$ cat src/hdl/crc32fc_pkg.sv
// crc32fc_pkg: shared constants, types and the byte-wide CRC-32 update
// for the CRC-32 frame checker. No dependencies.
`default_nettype none

package crc32fc_pkg;

    localparam int MAX_FRAME_BYTES = 1024;
    localparam int CRC_BYTES       = 4;
    localparam int HEADER_BYTES    = 8;
    localparam int BYTE_W          = 8;
    localparam int CRC_W           = 32;
    localparam int ID_W            = 32;
    localparam int PLEN_W          = 10;
    localparam int IDX_W           = $clog2(MAX_FRAME_BYTES + 1);
    localparam int SUB_W           = $clog2(CRC_BYTES);
    localparam int QUEUE_DEPTH     = 4;
    localparam int QPTR_W          = $clog2(QUEUE_DEPTH);
    localparam int QCNT_W          = $clog2(QUEUE_DEPTH + 1);

    localparam logic [CRC_W-1:0] CRC_POLY_REFLECTED = 32'hEDB8_8320;
    localparam logic [CRC_W-1:0] CRC_INIT           = 32'hFFFF_FFFF;

    typedef enum logic [1:0] {
        STATUS_OK,
        STATUS_CRC_ERROR,
        STATUS_TOO_SHORT,
        STATUS_TOO_LONG
    } frame_status_t;

    // byte class decided by the front end
    typedef enum logic [1:0] {
        KIND_HDR_CRC,
        KIND_HDR_ID,
        KIND_PAYLOAD,
        KIND_OVERFLOW
    } byte_kind_t;

    typedef struct packed {
        logic [BYTE_W-1:0] data;
        logic              last;
        byte_kind_t        kind;
        logic [SUB_W-1:0]  sub;    // byte lane within crc or id word
        logic [IDX_W-1:0]  count;  // frame bytes counted including this one, saturating at MAX_FRAME_BYTES
    } entry_t;

    function automatic logic [CRC_W-1:0] crc_update_byte(
        input logic [CRC_W-1:0]  crc_in,
        input logic [BYTE_W-1:0] data
    );
        logic [CRC_W-1:0] c;
        c = crc_in ^ {{(CRC_W-BYTE_W){1'b0}}, data};
        for (int k = 0; k < BYTE_W; k++)
        begin
            if (c[0])
                c = (c >> 1) ^ CRC_POLY_REFLECTED;
            else
                c = c >> 1;
        end
        return c;
    endfunction

endpackage

`default_nettype wire

$ cat src/hdl/crc32fc_if.sv
// Channel interfaces for the CRC-32 frame checker: input byte beats and
// result beats. Depends on crc32fc_pkg.
`default_nettype none


interface crc32fc_out_if;
    logic                             valid;
    logic                             ready;
    logic [crc32fc_pkg::BYTE_W-1:0]   payload_byte;
    logic                             payload_valid;
    logic                             frame_done;
    logic [1:0]                       frame_status;
    logic signed [crc32fc_pkg::ID_W-1:0] packet_id;
    logic [crc32fc_pkg::PLEN_W-1:0]   payload_length;

    modport source (output valid, output payload_byte, output payload_valid,
                    output frame_done, output frame_status, output packet_id,
                    output payload_length, input ready);
    modport sink   (input valid, input payload_byte, input payload_valid,
                    input frame_done, input frame_status, input packet_id,
                    input payload_length, output ready);
endinterface

`default_nettype wire

$ cat src/hdl/crc32fc_back.sv
// crc32fc_back: runs the CRC, collects header fields, judges the frame and
// drives the result register. Depends on crc32fc_pkg, crc32fc_if.
`default_nettype none

module crc32fc_back (
    input  logic                clk,
    input  logic                rst_n,
    input  logic                pop_valid,
    input  crc32fc_pkg::entry_t head,
    output logic                pop,
    crc32fc_out_if.source       results
);

    logic [crc32fc_pkg::CRC_W-1:0] crc_reg,  crc_next;
    logic [crc32fc_pkg::CRC_W-1:0] hcrc_reg, hcrc_next;
    logic [crc32fc_pkg::ID_W-1:0]  id_reg,   id_next;
    logic                          ovf_reg,  ovf_next;
    logic [crc32fc_pkg::CRC_W-1:0] crc_upd;
    logic [crc32fc_pkg::IDX_W-1:0] plen_full;
    logic [4:0]                    lane_bit;

    logic                              out_valid_reg;
    logic [crc32fc_pkg::BYTE_W-1:0]    out_byte_reg,   out_byte_next;
    logic                              out_pay_reg,    out_pay_next;
    logic                              out_done_reg,   out_done_next;
    crc32fc_pkg::frame_status_t        out_status_reg, out_status_next;
    logic [crc32fc_pkg::ID_W-1:0]      out_id_reg,     out_id_next;
    logic [crc32fc_pkg::PLEN_W-1:0]    out_plen_reg,   out_plen_next;
    logic                              has_result;

    assign pop      = pop_valid && (!out_valid_reg || results.ready);
    assign crc_upd  = crc32fc_pkg::crc_update_byte(crc_reg, head.data);
    assign lane_bit = {head.sub, 3'b000};
    assign plen_full = head.count - crc32fc_pkg::IDX_W'(crc32fc_pkg::HEADER_BYTES);

    always_comb
    begin
        crc_next     = crc_reg;
        hcrc_next    = hcrc_reg;
        id_next      = id_reg;
        ovf_next     = ovf_reg;
        out_pay_next = 1'b0;
        case (head.kind)
            crc32fc_pkg::KIND_HDR_CRC:
            begin
                hcrc_next[lane_bit +: 8] = head.data;
            end
            crc32fc_pkg::KIND_HDR_ID:
            begin
                id_next[lane_bit +: 8] = head.data;
                crc_next               = crc_upd;
            end
            crc32fc_pkg::KIND_PAYLOAD:
            begin
                crc_next     = crc_upd;
                out_pay_next = 1'b1;
            end
            crc32fc_pkg::KIND_OVERFLOW:
            begin
                ovf_next = 1'b1;
            end
            default:
            begin
                crc_next = crc_reg;
            end
        endcase

        out_byte_next   = out_pay_next ? head.data : '0;
        out_done_next   = head.last;
        out_status_next = crc32fc_pkg::STATUS_OK;
        out_id_next     = '0;
        out_plen_next   = '0;
        if (head.last)
        begin
            if (head.count < crc32fc_pkg::IDX_W'(crc32fc_pkg::HEADER_BYTES))
                out_status_next = crc32fc_pkg::STATUS_TOO_SHORT;
            else
            begin
                out_id_next   = id_next;
                out_plen_next = crc32fc_pkg::PLEN_W'(plen_full);
                if (ovf_next)
                    out_status_next = crc32fc_pkg::STATUS_TOO_LONG;
                else if ((crc_next ^ crc32fc_pkg::CRC_INIT) != hcrc_next)
                    out_status_next = crc32fc_pkg::STATUS_CRC_ERROR;
                else
                    out_status_next = crc32fc_pkg::STATUS_OK;
            end
        end
        has_result = out_pay_next || head.last;
    end

    // frame state; back to reset values after the last byte
    always_ff @(posedge clk or negedge rst_n)
    begin
        if (!rst_n)
        begin
            crc_reg  <= crc32fc_pkg::CRC_INIT;
            hcrc_reg <= '0;
            id_reg   <= '0;
            ovf_reg  <= 1'b0;
        end
        else if (pop)
        begin
            if (head.last)
            begin
                crc_reg  <= crc32fc_pkg::CRC_INIT;
                hcrc_reg <= '0;
                id_reg   <= '0;
                ovf_reg  <= 1'b0;
            end
            else
            begin
                crc_reg  <= crc_next;
                hcrc_reg <= hcrc_next;
                id_reg   <= id_next;
                ovf_reg  <= ovf_next;
            end
        end
    end

    always_ff @(posedge clk or negedge rst_n)
    begin
        if (!rst_n)
            out_valid_reg <= 1'b0;
        else if (pop && has_result)
            out_valid_reg <= 1'b1;
        else if (results.ready)
            out_valid_reg <= 1'b0;
    end

    always_ff @(posedge clk)
    begin
        if (pop && has_result)
        begin
            out_byte_reg   <= out_byte_next;
            out_pay_reg    <= out_pay_next;
            out_done_reg   <= out_done_next;
            out_status_reg <= out_status_next;
            out_id_reg     <= out_id_next;
            out_plen_reg   <= out_plen_next;
        end
    end

    assign results.valid          = out_valid_reg;
    assign results.payload_byte   = out_byte_reg;
    assign results.payload_valid  = out_pay_reg;
    assign results.frame_done     = out_done_reg;
    assign results.frame_status   = out_status_reg;
    assign results.packet_id      = out_id_reg;
    assign results.payload_length = out_plen_reg;

endmodule

`default_nettype wire

$ cat src/flat_wrapper.sv
// flat-port wrapper written by rule: the top's interface ports become plain ports
module crc32fc_back_flat 
  (clk, rst_n, pop_valid, head, pop, results_valid, results_payload_byte, results_payload_valid, results_frame_done, results_frame_status, results_packet_id, results_payload_length, results_ready);
  crc32fc_out_if results_i ();
  input  logic clk;
  input  logic rst_n;
  input  logic pop_valid;
  input  crc32fc_pkg::entry_t head;
  output logic pop;
  output wire logic [$bits(results_i.valid)-1:0] results_valid;
  output wire logic [$bits(results_i.payload_byte)-1:0] results_payload_byte;
  output wire logic [$bits(results_i.payload_valid)-1:0] results_payload_valid;
  output wire logic [$bits(results_i.frame_done)-1:0] results_frame_done;
  output wire logic [$bits(results_i.frame_status)-1:0] results_frame_status;
  output wire logic [$bits(results_i.packet_id)-1:0] results_packet_id;
  output wire logic [$bits(results_i.payload_length)-1:0] results_payload_length;
  input wire logic [$bits(results_i.ready)-1:0] results_ready;
  assign results_valid = results_i.valid;
  assign results_payload_byte = results_i.payload_byte;
  assign results_payload_valid = results_i.payload_valid;
  assign results_frame_done = results_i.frame_done;
  assign results_frame_status = results_i.frame_status;
  assign results_packet_id = results_i.packet_id;
  assign results_payload_length = results_i.payload_length;
  assign results_i.ready = results_ready;
  crc32fc_back u_core (.clk(clk), .rst_n(rst_n), .pop_valid(pop_valid), .head(head), .pop(pop), .results(results_i));
endmodule
$ cat config.mk
export PLATFORM = sky130hd
export DESIGN_NAME = crc32fc_back_flat
export DESIGN_NICKNAME = d
export VERILOG_FILES = /design/src/hdl/crc32fc_pkg.sv /design/src/hdl/crc32fc_if.sv /design/src/hdl/crc32fc_back.sv /design/src/flat_wrapper.sv
export SDC_FILE = /design/constraint.sdc
export NUM_CORES = 1
export LEC_CHECK = 0
export BUFFER_PORTS_ARGS = -buffer_cell sky130_fd_sc_hd__buf_2
export CORE_UTILIZATION = 55
export CTS_CLUSTER_SIZE = 20
export DETAILED_ROUTE_END_ITERATION = 8
export PLACE_DENSITY = 0.83
export SLEW_MARGIN = 40
export SYNTH_ARGS = -nofsm -noshare
export SYNTH_HDL_FRONTEND = slang
export SYNTH_SLANG_ARGS = --single-unit
$ cat constraint.sdc
create_clock -name clk -period 8.5 [get_ports clk]
set_input_delay 1.275 -clock clk [delete_from_list [all_inputs] [get_ports clk]]
set_output_delay 1.275 -clock clk [all_outputs]
set_load 0.02 [all_outputs]
==> reports/results.tsv, run 1 <==
stage	metric	value	unit
critical_path	CP required	8.67	ns
yosys	count of cell types in the netlist	63	
cells_and_area	Layout Cell Area excl Fill	10100	µm²
place	placed inst area	9460	µm²
sta	skew final	0.00855	ns
clocking	Post-CTS Resized	0	
global_route	first-pass GRT wire length	40700	µm
place	GP Congestion	1.02	
pwr	P_sw	1.63	mW
critical_path	CP Max Fanout	22	
global_route	Total GRT Usage	33.2	%
drt	Antenna Violating Nets Remaining	0	
floorplanning	Initial Util	56.2	%
critical_path	startpoint types	input port	
drt	Via density	6.43	
drt	routed wire length	26300	µm
clocking	Root Buffer	clkbuf_16	
cells_and_area	Non-Filler Instances	1158	
global_route	gr ovfl total	0	
pwr	internal power	2.19	mW
worst_hold_path	Worst Hold Class	register to register	
sta	Setup Viol. Count Final	0	
drt	DR vias	7449	
critical_path	CP endpoint	u_core.results.frame_status[0]$_SDFFCE_PP0P_	
pwr	peak supply drop	0.379	mV
critical_path	RR Startpoint	u_core.crc_reg[7]$_DFFE_PN1P_	
yosys	Cells after Synth	874	
place	port bufs	83	
yosys	Post-synth top cells	nor2_1 (86), nand2_1 (79), dfrtp_1 (66)	
pwr	switch share	42.7	%
critical_path	CP Class	input port to register	
place	Post-Place Cells	1126	
floorplanning	DIE WIDTH	129	µm
floorplanning	I/O Pins	84	
global_route	largest net degree at the start of global routing	67	
drt	mean routed wirelength per cell	22.7	µm
cells_and_area	ANT cells	0	
yosys	Avg Inst Size Synth	10.2	µm²
pwr	Comb pwr share	51.6	%
critical_path	worst setup path startpoint	head[13]	
drt	drt drc	0	
critical_path	Worst Path Arrival	4.88	ns
critical_path	R2R cell count	8	
sta	clock period minus worst slack	4.70	ns
drt	initial drt markers	817	
clocking	Sink Count	152	
sta	Fmax	213	MHz
yosys	Synth area leaders	dfrtp_1 (19%), edfxtp_1 (18%), dfstp_2 (9.5%), xnor2_1 (5.6%), a22oi_1 (3.8%)	
clocking	clk_lat worst skew	0.44	ns
clocking	Post-CTS Hold Buffers	0	
clocking	CTS tree	done	
global_route	number of global-route vias before repair	7000	
cells_and_area	Layout area overhead	13.4	%
status	status	finished, final reports clean	
yosys	post-synth net total	912	
yosys	post-synth top area share	18.6	%
floorplanning	die area	16700	µm²
sta	Setup TNS	0	ns
yosys	sequential area share after synthesis	46.3	%
sta	Final Cycle Share	55.3	%
pwr	cell area power density	380	nW/µm²
clocking	Post-CTS Setup Inserts	0	
place	DPL Wire Length	18000	µm
sta	Slew HR	45.9	%
yosys	count leader, synth	nor2_1	
clocking	cts bufs inserted	17	
global_route	initial antenna violation count	0	
yosys	register bit total from synthesis	152	
sta	worst-margin pin slew	0.809	ns
clocking	Reg clk slew, reported paths	0.06	ns
sta	RSZ-0062 raised after global routing	false	
clocking	H-tree levels	4	
yosys	yosys warns	0	
critical_path	reg2reg end	u_core.results.frame_status[0]$_SDFFCE_PP0P_	
yosys	post-synthesis async set-or-reset flop share	64.5	%
sta	Final Max Tran Viols	0	
floorplanning	Core ar.	15800	µm²
floorplanning	height of the die	129	µm
clocking	clk buf depth	2	
job	# Max-Cap Violations	0	
drt	drt first pass iters	7	
pwr	leakage	4.09	nW
critical_path	R2R setup slack	4.67	ns
cells_and_area	nets	967	
sta	Final Hold Vio Count	0	
cells_and_area	fill count	1280	
pwr	Clk pwr share	19.8	%
yosys	most used flip-flop cell after synthesis	dfrtp_1	
cells_and_area	layout cells sized above 1	19.4	%
pwr	Seq pwr share	28.6	%
yosys	number of synthesized flops with an enable pin	54	
floorplanning	row count	46	
yosys	cell taking the most area after synthesis	dfrtp_1	
yosys	Post-Syn Area	8890	µm²
critical_path	CP Capture Type	register	
per-stage QoR:
| stage | hold WS, ns | setup slack (ns) | power (mW) | utilization, % |
|---|---|---|---|---|
| floorplan | 0.442 | 3.78 | 2.51 | - |
| global route | 0.502 | 3.59 | 3.98 | 63.7 |
| global placement | 0.454 | 3.42 | 3.03 | 59.7 |
| detailed placement | 0.464 | 3.40 | 3.02 | 59.8 |
| finish | 0.479 | 3.80 | 3.83 | 63.7 |
| CTS | 0.479 | 3.84 | 3.78 | 63.5 |
power by group through the flow:
stage	clock network (mW)	registers (mW)	logic, mW
floorplan	0	1.05	1.46
global placement	0	1.10	1.93
detailed placement	0	1.10	1.92
CTS	0.763	1.09	1.93
global route	0.795	1.10	2.08
finish	0.757	1.09	1.98
critical path: stages:
cell	delay (ns)
buf_2	0.13
inv_1	0.08
ha_1	0.62
nand2_1	0.47
nor2_1	0.52
a22oi_1	0.16
xnor2_1	0.16
a2111oi_0	0.66
o211ai_1	0.28
a2111oi_2	0.41
a21oi_1	0.11
worst min-delay path by stage:
stage / cells past startpoint / slack, ns / from / endpoint
6_report: 2 / 0.48 / u_core.hcrc_reg[0]$_DFFE_PN0P_ / u_core.hcrc_reg[0]$_DFFE_PN0P_
5_1_grt: 2 / 0.50 / u_core.hcrc_reg[0]$_DFFE_PN0P_ / u_core.hcrc_reg[0]$_DFFE_PN0P_
4_1_cts: 2 / 0.48 / u_core.hcrc_reg[0]$_DFFE_PN0P_ / u_core.hcrc_reg[0]$_DFFE_PN0P_
3_5_place_dp: 2 / 0.46 / u_core.hcrc_reg[25]$_DFFE_PN0P_ / u_core.hcrc_reg[25]$_DFFE_PN0P_
3_3_place_gp: 2 / 0.45 / u_core.hcrc_reg[25]$_DFFE_PN0P_ / u_core.hcrc_reg[25]$_DFFE_PN0P_
2_1_floorplan: 2 / 0.44 / u_core.hcrc_reg[4]$_DFFE_PN0P_ / u_core.hcrc_reg[4]$_DFFE_PN0P_
layout by cell type (no fill, tap or decap), drive strengths merged, types with 6 or more instances in the layout:
cell type / synthesis / routed
a21boi: 9 / 9
a21oi: 54 / 54
a22o: 35 / 35
a22oi: 45 / 45
a31oi: 13 / 13
a32oi: 9 / 9
and2: 14 / 14
and3: 11 / 11
buf: 9 / 94
clkbuf: 49 / 18
dfrtp: 66 / 66
dfstp: 32 / 32
edfxtp: 54 / 54
ha: 10 / 10
inv: 16 / 25
nand2: 79 / 79
nand3: 11 / 11
nor2: 86 / 86
nor3: 11 / 11
o211ai: 6 / 6
o21ai: 48 / 48
o22ai: 21 / 21
xnor2: 65 / 65
xnor3: 13 / 13
xor2: 35 / 35
cell type report:
cell class | instances | area, µm² | share of cell area, %
clock buffer | 18 | 439 | 4.36
tap | 216 | 270 | 2.68
clock inverter | 14 | 156 | 1.55
multi-input combinational | 648 | 4540 | 45.0
inverter | 16 | 60.1 | 0.596
timing repair buffer | 94 | 504 | 5.00
sequential | 152 | 4110 | 40.8
metal layers:
metal / wire (µm) / vias up / track usage (%)
met4: 1030 / 0 / 15.4
met5: 0 / - / 0
met2: 12000 / 448 / 50.9
li1: - / 3314 / -
met1: 11100 / 3612 / 46.2
met3: 2180 / 75 / 5.86
cells by family (layout without fill, tap and decap cells):
kind of cell               count (synthesis)  after routing  synth area share (%)
AOI/OAI and AO/OA                        278            278                  21.3
and+or+nand+nor                          240            240                  12.2
DFF                                      152            152                  46.3
xor gates and xnor gates                 115            115                  15.1
buffers and inverters                     74            142                  3.14
adders and majority gates                 10             10                  1.41
muxes                                      5              5                 0.563
(Power assumes the default switching activity.)
==> run 2: changes to the inputs <==
==> constraint.sdc (replaced) <==
create_clock -name clk -period 4.8 [get_ports clk]
set_input_delay 0.72 -clock clk [delete_from_list [all_inputs] [get_ports clk]]
set_output_delay 0.72 -clock clk [all_outputs]
set_load 0.02 [all_outputs]
==> reports/results.tsv, run 2 (synthesis gave the netlist of run 1 again) <==
stage	metric	value	unit	change
status	status	finished, final reports clean		
drt	Via density	6.37		-0.90%
critical_path	Worst Path Arrival	3.86	ns	-1.02 ns
clocking	CTS tree	done		
critical_path	R2R cell count	9		+1
clocking	Root Buffer	clkbuf_16		
global_route	number of global-route vias before repair	7150		+2.1%
cells_and_area	commonest cells after routing, fill and taps aside	nor2_1 (85), buf_2 (82), nand2_1 (78)		
cells_and_area	layout cells sized above 1	19.9	%	+0.47 points
job	# Max-Cap Violations	0		unchanged
clocking	cts bufs inserted	17		unchanged
drt	mean routed wirelength per cell	21.9	µm	-3.7%
global_route	Total GRT Usage	32.2	%	-1.1 points
cells_and_area	nets	980		+1.3%
critical_path	CP required	4.97	ns	-3.70 ns
sta	worst hold margin	0.330	ns	-0.149 ns
place	port bufs	83		unchanged
pwr	cell area power density	660	nW/µm²	+74%
floorplanning	row count	46		unchanged
clocking	clk_lat worst skew	0.44	ns	about the same
floorplanning	Initial Util	56.2	%	unchanged
floorplanning	DIE WIDTH	129	µm	unchanged
drt	drt first pass iters	6		-1
global_route	gr ovfl total	0		unchanged
critical_path	startpoint types	input port		
cells_and_area	fin util	64.2	%	+0.48 points
floorplanning	die area	16700	µm²	unchanged
place	GP Congestion	0.997		-2.0%
critical_path	worst path cell trace	buf_2 -> inv_1 -> ha_1 -> or3b_2 -> nor2_1 -> a22oi_1 -> xnor2_1 -> a2111oi_0 -> o211ai_1 -> a2111oi_2 -> a21oi_1		
drt	met3 wire len	2360	µm	+8.2%
worst_hold_path	Worst Hold Class	input port to asynchronous set/reset pin		
critical_path	biggest cell delay along the critical path	0.55	ns	-0.11 ns
critical_path	Crit-path slowest cell	or3b_2		
sta	worst-margin pin slew	0.853	ns	+0.0444 ns
clocking	H-tree levels	4		unchanged
sta	clock period minus worst slack	3.69	ns	
drt	routed wire length	25600	µm	-2.7%
floorplanning	height of the die	129	µm	unchanged
pwr	peak supply drop	0.472	mV	+25%
floorplanning	I/O Pins	84		unchanged
sta	skew final	0.00630	ns	-0.00225 ns
pwr	leakage	4.14	nW	+1.3%
cells_and_area	most common cell after layout, fill and taps aside	nor2_1		
clocking	Post-CTS Resized	0		unchanged
drt	Antenna Violating Nets Remaining	0		unchanged
sta	Slew HR	42.7	%	-3.3 points
critical_path	CP Class	input port to register		
clocking	clk buf depth	2		unchanged
sta	Setup Viol. Count Final	0		unchanged
drt	initial drt markers	773		-5.4%
critical_path	delay-heaviest family, CP	compound AO/OA/AOI/OAI gates		
cells_and_area	ANT cells	0		unchanged
drt	met1 WL	10500	µm	-5.1%
sta	Final Hold Vio Count	0		unchanged
floorplanning	Core ar.	15800	µm²	unchanged
sta	Final Cycle Share	76.8	%	
clocking	Post-CTS Hold Buffers	0		unchanged
drt	met2 routed wirelength	11900	µm	-1.4%
global_route	largest net degree at the start of global routing	52		-22%
sta	RSZ-0062 raised after global routing	false		
drt	DR vias	7465		+0.21%
global_route	first-pass GRT wire length	39800	µm	-2.2%
critical_path	Critical Path Stages	11		unchanged
sta	Final Max Tran Viols	0		unchanged
clocking	Sink Count	152		unchanged
critical_path	CP Capture Type	register		
critical_path	critical path buffer and inverter count	2		unchanged
place	DPL Wire Length	18000	µm	-0.33%
clocking	Post-CTS Setup Inserts	0		unchanged
sta	Setup TNS	0	ns	unchanged
critical_path	CP Max Fanout	12		-45%
global_route	initial antenna violation count	0		unchanged
clocking	Reg clk slew, reported paths	0.07	ns	about the same
cells_and_area	Layout area overhead	14.2	%	
sta	Fmax	271	MHz	
drt	drt drc	0		unchanged
drt	DR top layer	met4		
==> run 2: final cells by class <==
cell class | count | area (µm²)
Clock buffer | 19 | 443
Inverter | 16 | 60.1
Clock inverter | 13 | 160
Multi-Input combinational cell | 648 | 4510
Timing Repair Buffer | 107 | 598
Sequential cell | 152 | 4110
Tap cell | 216 | 270
Fill cell | 1253 | 5670
==> run 2: final timing paths <==
path / endpoint / start / slack (ns)
min in group clk: u_core.hcrc_reg[16]$_DFFE_PN0P_ / u_core.hcrc_reg[16]$_DFFE_PN0P_ / 0.48
max in group asynchronous: u_core.hcrc_reg[15]$_DFFE_PN0P_ / rst_n / 3.40
worst min register to register: u_core.hcrc_reg[16]$_DFFE_PN0P_ / u_core.hcrc_reg[16]$_DFFE_PN0P_ / 0.48
worst max register to register: u_core.results.frame_status[0]$_SDFFCE_PP0P_ / u_core.crc_reg[0]$_DFFE_PN1P_ / 1.51
worst min-delay path: u_core.hcrc_reg[21]$_DFFE_PN0P_ / rst_n / 0.33
worst max-delay path: u_core.results.frame_status[0]$_SDFFCE_PP0P_ / head[11] / 1.11
==> run 2: stage by stage <==
step	setup slack, ns	area, µm²	total power, mW	instances
after floorplan	0.640	8890	4.44	874
after global placement	0.857	9550	5.25	1139
after detailed placement	0.715	9550	5.26	1139
after CTS	1.19	10200	6.65	1171
after global routing	0.873	10200	7.01	1171
final	1.11	10200	6.71	1171
==> run 2: per-layer routing <==
| layer | GRT usage, % | vias up |
|---|---|---|
| li1 | - | 3345 |
| met1 | 43.0 | 3622 |
| met2 | 50.6 | 435 |
| met3 | 6.23 | 63 |
| met4 | 15.3 | 0 |
| met5 | 0 | - |
==> run 2: power by group <==
part | leakage, nW | internal, mW | switching, mW
combinational | 2.09 | 1.53 | 1.87
clock | 0.287 | 0.796 | 0.581
sequential | 1.76 | 1.65 | 0.278
total | 4.14 | 3.98 | 2.73
